==> src/design/dber_ram.sv <==
// Generic single-write, single-read synchronous RAM with registered read data.
// No package dependency.

module dber_ram #(
	parameter int WIDTH = 32,
	parameter int DEPTH = 16,
	parameter int AW    = (DEPTH > 1) ? $clog2(DEPTH) : 1
) (
	input  logic             clk,
	input  logic             we,
	input  logic [AW-1:0]    waddr,
	input  logic [WIDTH-1:0] wdata,
	input  logic [AW-1:0]    raddr,
	output logic [WIDTH-1:0] rdata
);

	logic [WIDTH-1:0] mem [DEPTH];

	// Write port and registered read port
	always_ff @(posedge clk) begin
		if (we)
			mem[waddr] <= wdata;
		rdata <= mem[raddr];
	end

endmodule

==> config.mk <==
export PLATFORM = sky130hd
export DESIGN_NAME = dber_ram
export DESIGN_NICKNAME = d
export VERILOG_FILES = /design/src/design/dber_ram.sv
export SDC_FILE = /design/constraint.sdc
export NUM_CORES = 1
export LEC_CHECK = 0
export BUFFER_PORTS_ARGS = -buffer_cell sky130_fd_sc_hd__buf_2
export CORE_MARGIN = 5
export CORE_UTILIZATION = 61
export DETAILED_ROUTE_END_ITERATION = 6
export HOLD_SLACK_MARGIN = 0.08
export PLACE_DENSITY = 0.79
export SLEW_MARGIN = 20
export SYNTH_ARGS = -nofsm -noshare
export SYNTH_HDL_FRONTEND = slang
export SYNTH_SLANG_ARGS = --single-unit
export TNS_END_PERCENT = 50
==> constraint.sdc <==
create_clock -name clk -period 5.24 [get_ports clk]
set_clock_uncertainty 0.1 [all_clocks]
set_input_delay 1.572 -clock clk [delete_from_list [all_inputs] [get_ports clk]]
set_output_delay 1.572 -clock clk [all_outputs]
set_load 0.02 [all_outputs]
# Word level (Yosys, flattened, before mapping)
# Memories as Yosys holds them, arrays and structs flattened. A register that Yosys moved wholly into a read port is not among the register bits.
# Cells that the tools add are included.
[classes]
mux = 2
[ops]
columns = ["operator", "n"]
rows = [
  ["1-bit 2-to-1 mux", 2],
]
[word_totals]
reg_bits = 0
ram_bits = 512
inputBits = 42
out_inout_bits = 32
mem_count = 1
[memory_table]
columns = ["name", "words", "width", "rd", "rd_clocked_by_memory_dff", "wr", "line", "rtl"]
rows = [
  ["mem", 16, 32, 1, 1, 1, "17", "logic [WIDTH-1:0] mem [DEPTH];"],
]

# Depth between registers and ports, before layout
[logic_depth]
ltp_word = 2
depth_mapped = 5

# Worst setup path before layout
# No wires, ideal clock.
[synth_path]
path_type = "input -> register"
start = "in waddr[2]"
end = "mem mem[0][0], enable pin"
setup_ns = 0.461
arrival_ns = 4.290
path_slack_ns = 0.388
path_stages = 2
n_path_buf = 0
path_cell_list = "or3b_2 > nor3_1"
[synth_lines]
columns = ["item", "line", "rtl"]
rows = [
  ["start, declared", "11", "input logic [AW-1:0] waddr,"],
  ["end, declared", "17", ""],
]
# Straight into the memory's write port.

==> results_dict.tcl <==
set metrics [dict create \
    status "completed" \
    stdcell_count 1432 \
    crit_top_cell "buf_4" \
    fmax_ghz 0.3215 \
    initial_core_util_pct 61.33 \
    dp.cells 1335 \
    cp-startpoint "raddr[1]" \
    worstPathRequired_ns 5.57 \
    synthCells 838 \
    htree_num_levels 2 \
    slowest_delay_ns 0.59 \
    slowest_stage "buf_4" \
    clock_latency_ns 0.56 \
    numCtsBuffers 51 \
    setup_tns_ns 0 \
    clockBufferDepth 3 \
    yosysTopAreaCell "edfxtp_1" \
    grt_pass1_vias 9551 \
    max_slew_margin_pct 23.65 \
    wl_mm 41.52 \
    syn_area_per_cell_um2 23.69 \
    irDropWorstVdd_uv 246.9 \
    gp_congestion 0.7171 \
    critPathKind "in -> reg" \
    antenna_left 0 \
    hp-class "reg -> reg" \
    grt_max_degree 54 \
    grt_pass1_wl_mm 61.44 \
    dr.pass1.iters 5 \
    cts_resized 0 \
    r2r.worst_path.cells 3 \
    drv_cap 0 \
    die_w_um 190.4 \
    fin_nets 990 \
    cts_tree "done" \
    arrival_ns 3.45 \
    tightest_slew_ns 1.143 \
    num_vias 9223 \
    r2r_start "mem[6][25]" \
    seq_area_frac_synth_pct 80.67 \
    rows 66 \
    drtIter0Drc 979 \
    p_per_area_nw_per_um2 393.0 \
    synth-seq-cells 544 \
    finalHoldViolCount 0 \
    critPathCapture "rdata[9]" \
    die_h_um 190.4 \
    clock-root-buffer "clkbuf_16" \
    cp-start-kind "input port" \
    yosysWarningCount 0 \
    gr-total-overflow 0 \
    reg2reg_to "rdata[25]" \
    endpoint_kind "flop" \
    ctsHoldBuffers 0 \
    clk_pin_slew_ns 0.06 \
    synthTopCellsByCount "512 x edfxtp_1, 128 x mux4_2, 64 x a22oi_1, 33 x nand2_1, 32 x dfxtp_1" \
    die_area_um2 36260 \
    synth_edf_count 512 \
    cts.sinks 544 \
    area_growth_syn_to_layout_pct 13.78 \
    r2r_slack_ns 3.75 \
    antenna_found_initial 2 \
    vias_per_cell 6.441 \
    hpwl_mm 20.78 \
    path_cells "buf_4 > buf_4 > mux4_2 > a22oi_1 > nand2_1" \
    async_flop_share_pct 0 \
    synthTopCellsByArea "edfxtp_1 77%, mux4_2 15%, dfxtp_1 3.2%, a22oi_1 2.4%, nand2_1 0.62%" \
    grt_use_total_pct 23.16 \
    setup_viol 0 \
    slew_viol_final 0 \
    leakagePower_nw 7.276 \
    min_period_ns 3.111 \
    yosysMostFrequentCell "edfxtp_1" \
    cp_max_fo 53 \
    ys_types 18 \
    netlist_area_um2 19850 \
    post-cts-setup-buffers 0 \
    drive_gt1_share_pct 32.09 \
    rsz0062_at_grt "no" \
    drc 0 \
    synth_nets 880 \
    coreArea_um2 32370 \
    io_pins 74 \
    wl_per_cell_um 29.00 \
    synth_flop_cell "edfxtp_1" \
    io_buffers 73 \
    post-route-period-util_pct 59.36 \
    synth_top_area_share_pct 77.44 \
]
layout by cell type (no fill, tap or decap):
cell and count:
nor2b_4 2, clkinv_2 7, nor2_4 13, mux4_2 128, nand3b_1 2, dfxtp_1 32, edfxtp_1 512, or3b_2 1
bufinv_16 2, nand2_1 33, nand3_1 1, nand2b_1 2, clkbuf_1 21, diode_2 2, a22oi_1 64, buf_16 2
buf_12 4, clkbuf_8 7, buf_2 71, clkbuf_16 53, buf_4 22, clkinv_1 4, nor3_2 4, and2_2 1
routing by layer:
layer | track usage [%] | share of wire, % | vias to the layer above
li1 | - | - | 3799
met1 | 32.44 | 38 | 4899
met2 | 39.16 | 53 | 458
met3 | 3.588 | 7.3 | 65
met4 | 6.188 | 2.1 | 2
met5 | 0 | 0.029 | -
critical path, delay by kind of cell:
family | cells | cell delay [ns]
AO/OA/AOI/OAI | 1 | 0.24
buffers and inverters | 2 | 1.14
multiplexers | 1 | 0.40
AND/OR/NAND/NOR | 1 | 0.08
logic make-up after synthesis:
logic type / synth area share (%)
AO/OA/AOI/OAI: 2.420
multiplexers: 14.52
buffers and inverters: 1.122
flip-flops: 80.67
AND/OR/NAND/NOR: 1.273
sequential cells by signal, summed over array words and instances (netlist names):
| register | flops |
|---|---|
| rdata | 32 |
| mem | 512 |
worst min-delay path by stage:
stage / startpoint / to / slack, ns / depth (start not counted)
final: mem[14][18] / rdata[18] / 0.58 / 3
after global routing: mem[12][11] / rdata[11] / 0.61 / 3
after floorplan: mem[14][0] / rdata[0] / 0.53 / 3
after detailed placement: mem[14][31] / rdata[31] / 0.56 / 3
after global placement: mem[15][31] / rdata[31] / 0.55 / 3
after CTS: mem[14][18] / rdata[18] / 0.58 / 3
where the power goes:
part,switching (W),internal [W]
Clock,0.00148,0.00204
Combinational,0.000278,0.000177
Sequential,0.0000345,0.00486
Total,0.00180,0.00708
per-stage QoR:
stage	worst slack [ns]	total power (W)	hold WS [ns]	utilization, %	cell area [µm²]
after floorplan	0.3884	0.005249	0.5349	-	19850
after global placement	1.514	0.005418	0.5464	64.54	20890
after detailed placement	1.504	0.005441	0.5610	64.69	20940
after CTS	2.095	0.008921	0.5790	69.62	22540
after global routing	1.962	0.009156	0.6090	69.78	22590
final	2.129	0.008879	0.5755	69.79	22590
layout make-up:
type                            instances  area [µm²]
Tap cell                              442       553.0
Multi-Input combinational cell        251        3750
Antenna cell                            2       5.005
Sequential cell                       544       16020
Clock buffer                           80        1488
Clock inverter                         13       110.1
Timing Repair Buffer                  100       669.4
Fill cell                            1899        9781
Power figures use the tool's default switching activity.
