$ cat src/design/dber_pkg.sv
// Shared constants, coefficient table and helper functions for the dual band
// energy ratio probe. Used by every file of the block but dber_ram; depends on nothing.

package dber_pkg;

	// Input format and filter layout
	localparam int SAMPLE_BITS   = 16;
	localparam int HIGH_SECTIONS = 2;
	localparam int BAND_SECTIONS = 3;
	localparam int SECTIONS      = HIGH_SECTIONS + BAND_SECTIONS;
	localparam int SEC_W         = $clog2(SECTIONS);
	localparam int DLY_DEPTH     = 2 * SECTIONS;
	localparam int DLY_AW        = $clog2(DLY_DEPTH);

	// Configuration port
	localparam int CFG_IDX_W  = 1;
	localparam int CFG_DATA_W = 20;
	localparam int LEAK_W     = 17;
	localparam int EPS_W      = 20;
	localparam logic [CFG_IDX_W-1:0] REG_FLOOR_LEAK = 1'd0;
	localparam logic [CFG_IDX_W-1:0] REG_ENERGY_EPS = 1'd1;
	localparam logic [LEAK_W-1:0] LEAK_RESET = 17'd65601;
	localparam logic [EPS_W-1:0]  EPS_RESET  = 20'd1024;

	// Result widths and limits
	localparam int ACC_W   = 40;
	localparam int FLOOR_W = 56;
	localparam int CNT_W   = 32;
	localparam logic [ACC_W-1:0]   ACC_MAX   = {ACC_W{1'b1}};
	localparam logic [FLOOR_W-1:0] FLOOR_MAX = {FLOOR_W{1'b1}};
	localparam logic [CNT_W-1:0]   CNT_MAX   = {CNT_W{1'b1}};
	localparam logic signed [31:0] DB_PER_LOG2_Q16 = 32'sd197283;

	// Coefficient slots within a section
	localparam int K_B0 = 0;
	localparam int K_B1 = 1;
	localparam int K_B2 = 2;
	localparam int K_A1 = 3;
	localparam int K_A2 = 4;

	// b0, b1, b2, a1, a2 in Q2.30; high-pass sections first, then band sections
	localparam logic signed [31:0] COEF [SECTIONS][5] = '{
		'{ 32'sd374081808, -32'sd748163617, 32'sd374081808,
		  -32'sd353234943, 32'sd69350466 },
		'{ 32'sd515247117, -32'sd1030494236, 32'sd515247117,
		  -32'sd486533380, 32'sd500713267 },
		'{ 32'sd1037111433, -32'sd2074222865, 32'sd1037111433,
		  -32'sd2072972866, 32'sd1001731041 },
		'{ 32'sd30192281, 32'sd60384562, 32'sd30192281,
		  -32'sd1465783472, 32'sd512810774 },
		'{ 32'sd35646548, 32'sd71293097, 32'sd35646548,
		  -32'sd1730578792, 32'sd799423162 }
	};

	// Operands of the shared multiplier
	typedef struct packed {
		logic signed [31:0] a;
		logic signed [31:0] b;
	} mul_req_t;

	// Round a Q2.30 product half up back to Q2.30
	function automatic logic signed [35:0] rnd_q30(input logic signed [63:0] p);
		logic signed [63:0] t;
		t = (p + 64'sd536870912) >>> 30;
		return t[35:0];
	endfunction

	// Clamp to signed 32 bits
	function automatic logic signed [31:0] sat32(input logic signed [35:0] v);
		if (v > 36'sd2147483647)
			return 32'sh7FFFFFFF;
		else if (v < -36'sd2147483648)
			return 32'sh80000000;
		else
			return v[31:0];
	endfunction

	// Clamp to signed 16 bits
	function automatic logic signed [15:0] sat16(input logic signed [39:0] v);
		if (v > 40'sd32767)
			return 16'sh7FFF;
		else if (v < -40'sd32768)
			return 16'sh8000;
		else
			return v[15:0];
	endfunction

endpackage

$ cat src/design/dber_mul.sv
// Shared 32x32 signed multiplier with a registered product.
// Uses dber_pkg::mul_req_t.

module dber_mul (
	input  logic                clk,
	input  dber_pkg::mul_req_t  req,
	output logic signed [63:0]  prod
);

	// Register the product for use in the next cycle
	always_ff @(posedge clk) begin
		prod <= req.a * req.b;
	end

endmodule

$ cat config.mk
export PLATFORM = sky130hd
export DESIGN_NAME = dber_mul
export DESIGN_NICKNAME = d
export VERILOG_FILES = /design/src/design/dber_pkg.sv /design/src/design/dber_mul.sv
export SDC_FILE = /design/constraint.sdc
export NUM_CORES = 2
export LEC_CHECK = 0
export ABC_AREA = 1
export BUFFER_PORTS_ARGS = -buffer_cell sky130_fd_sc_hd__buf_2
export CAP_MARGIN = 15
export CORE_UTILIZATION = 47
export CTS_CLUSTER_DIAMETER = 50
export CTS_CLUSTER_SIZE = 20
export DETAILED_ROUTE_END_ITERATION = 7
export PLACE_DENSITY_LB_ADDON = 0.2
export SLEW_MARGIN = 20
export SYNTH_ARGS = -nofsm -noshare
export SYNTH_HDL_FRONTEND = slang
export SYNTH_SLANG_ARGS = --single-unit
$ cat constraint.sdc
create_clock -name clk -period 9.4 [get_ports clk]
set_clock_uncertainty 0.05 [all_clocks]
set_input_delay 0.47 -clock clk [delete_from_list [all_inputs] [get_ports clk]]
set_output_delay 0.47 -clock clk [all_outputs]
set_load 0.05 [all_outputs]
---- After elaboration in Yosys (flattened, before gate mapping) ----
Cells that the tools add are included.
word-level totals
  bits of input ports ..................... 65
  register bits ........................... 64
  output and inout port bits .............. 64
  word-level logic and storage cells ...... 2
operators by class
  multipliers ............................. 1
operators by type and width
  operator                      count
  multiplier 32 x 32 -> 64 bit  1

---- Logic depth before layout (Yosys ltp) ----
  depth after elaboration ................. 1
  gate-level depth with buffers ........... 31

---- Worst setup path before layout ----
Ideal clock, no wire load.
  kind .................................... input to register
  from .................................... input port req[63] (netlist name)
  to ...................................... register prod[59]
  arrival time ............................ 7002 ps
  data required time ...................... 9237 ps
  stages on the path ...................... 27
  setup slack ............................. 2236 ps
  cells stage by stage .................... clkbuf_1 > nand2_1 > inv_1 > fa_1 > inv_1 > fa_1 > inv_1 > fa_1 > fa_1 > inv_1 > fa_1 > inv_1 > fa_1 > inv_1 > fa_1 > fa_1 > inv_1 > ha_1 > nand2_2 > nor2_1 > inv_1 > nor2_1 > nand2_1 > nor3_1 > nand2_1 > nand4_1 > nand2_1
between the ends
  longest elaborated chain between the ends .. 1
ends and longest elaborated chain
  what                          line            source
  start: declaration            dber_mul.sv:6   input dber_pkg::mul_req_t req,
  multiplier 32 x 32 -> 64 bit  dber_mul.sv:12  prod <= req.a * req.b;
  end signal: assignment        dber_mul.sv:12
  end: declaration              dber_mul.sv:7   output logic signed [63:0] prod
Every way passes these cells.

---- Worst setup path after layout ----
  from .................................... input port req[5] (netlist name)
  to ...................................... register prod[62]
The elaborated chain is that of the path after synthesis.

==> qor.txt <==
CP startpoint kind: input port
fin crit share: 85.6%
final number of setup-violating endpoints: 0
# resized after CTS: 0
final wirelength: 111000 um
share of cells above drive strength 1: 4.86%
WS Path Type: input port to register
Max Fanout on Critical Path: 32
required time of the critical path: 9580 ps
highest cell delay on the worst timing path: 870 ps
Worst-Margin Slew: 925 ps
Top reg by flops: prod
Area Overhead vs Synth: 4.67%
Max Root-Sink Buffers: 2
hold_ws: 606 ps
drt first-iter violations: 1889
delay-heaviest family, CP: adder cells
Tot GR Track Use: 27.2%
Clock Sinks: 64
Largest regs: prod x64
CTS tree: done
fmax: 124 MHz
register area share after synthesis: 3.19%
synthesized instance count: 5124
Setup TNS Final: 0 ps
H-tree levels: 3
Hold Startpoint: req[1]
Reg clk slew, reported paths: 60 ps
Detail Placement HPWL: 96300 um
WP buf/inv: 8
Max Cap Viol: 0
# DRC: 0
Routed WL per cell: 17.8 um
worst hold path type: input port to register
max_slew headroom: 38.3%
Die Area: 0.0867 mm^2
Yosys reg bits: 64
Final Slew Violations: 0
Chip Height: 294 um
top post-synthesis cells by area: fa_1 54%, inv_1 16%, nand2_1 14%, ha_1 5.7%, dfxtp_1 3.2%
status: finished clean
vias in the first global route: 32400
syn_area_per_cell: 7.85 um^2
Post-CTS Setup Bufs: 0
pre-CTS setup slack: 963 ps
Fill cells: 8447
core area: 0.0841 mm^2
Arr. time, crit path: 8230 ps
Die Wd: 294 um
most frequent cell on the critical path: fa_1
Net Count, Synth: 6455
top-area cell type share of the netlist area: 53.9%
Num CTS Buffers: 9
Placer Congestion: 0.956
vias: 30400
slowest CP cell: fa_1
I/O Buffers: 128
Synth Cell Area: 0.0402 mm^2
Core Rows: 106
Starting Density: 47.8%
CP Launch Point: req[5]
layout net count: 6424
io pins: 129
first-pass iteration count of the detailed router: 6
Via density: 4.88
final setup margin: 1350 ps
CTS root buf: clkbuf_16
CP Capture Type: register
Netlist cell types: 27
number of flip-flops in the largest register: 64
Final Hold Fails: 0
Synthesis Warnings: 0
initial antenna violation count: 6
total gr overflow: 0
largest net degree at the start of global routing: 33
first-pass GRT wire length: 180000 um
fin util: 50.0%
fin crit period: 8050 ps
RSZ-0062 raised after global routing: no
area leader, netlist: fa_1
Post-DRT Antenna Nets: 0
Hold Buf Count CTS: 0
## metrics by stage
| stage | cells | instance area, um^2 |
|---|---|---|
| detailed placement | 6216 | 41700 |
| floorplan | 5124 | 40200 |
| CTS | 6232 | 42100 |
| finish | 6235 | 42100 |
| global route | 6234 | 42100 |
| global placement | 6216 | 41700 |
## final timing paths
kind | endpoint | depth (start not counted)
min | prod[1] | 4
max | prod[62] | 25
## placed cells by master (no fill, tap or decap), types with 4 or more instances in the layout
cell type,count
inv_1,1692
nand2_1,1504
fa_1,1082
ha_1,184
buf_2,128
nor2_1,93
nand3_1,73
dfxtp_1,64
a21oi_1,62
nor2_2,31
xor2_1,31
buf_4,22
nand2_2,21
o21ai_0,17
nand4_1,13
nor3_1,11
clkbuf_16,9
o21bai_1,8
inv_2,8
or2_2,7
nand3b_1,6
nand3_2,6
nor3_2,5
o21ai_1,4
## kinds of logic (layout without fill, tap and decap cells)
kind of cell	count (synthesis)	after routing	synth area share (%)
simple gates	1773	1773	17.5
flops	64	64	3.19
other cells	0	3	0
buf+inv	1892	1866	17.7
fa+ha+maj	1266	1266	59.6
compound gates	95	95	1.26
xor+xnor	34	34	0.741
## synthesized netlist by cell type, drive strengths merged
library cell,n
nand2,1525
clkbuf,192
nor2,127
o21a,1
nand3b,6
xnor2,3
o21bai,8
dfxtp,64
nor3,16
xor2,31
or2,7
a21oi,63
o21ai,21
fa,1082
inv,1700
nand3,79
a21o,2
ha,184
nand4,13
## layout make-up
class	count	area [um^2]	share of cell area, %
Sequential cell	64	1280	3.04
Antenna cell	3	7.51	0.0178
Clock buffer	12	267	0.633
Timing Repair Buffer	150	806	1.91
Inverter	1700	6380	15.2
Tap cell	1134	1420	3.37
Multi-Input combinational cell	3168	31800	75.6
Clock inverter	4	98.8	0.235
## tightest hold or removal path: cells and delay by family
kind	cells	cell delay (ps)
buf+inv	2	310
simple gates	1	90
fa+ha+maj	1	110
## layer usage
| layer | wire (um) | global-route usage (%) | vias to the layer above | part of all wire (%) |
|---|---|---|---|---|
| met1 | 46600 | 37.6 | 15500 | 42 |
| met5 | 8 | 0 | - | 0.0072 |
| met2 | 53900 | 45.3 | 901 | 49 |
| li1 | - | - | 13900 | - |
| met4 | 2510 | 5.48 | 2 | 2.3 |
| met3 | 8070 | 4.22 | 142 | 7.3 |
Power is not shown: default switching activity piles up to over one toggle a cycle in this logic, so the estimate is an artifact.
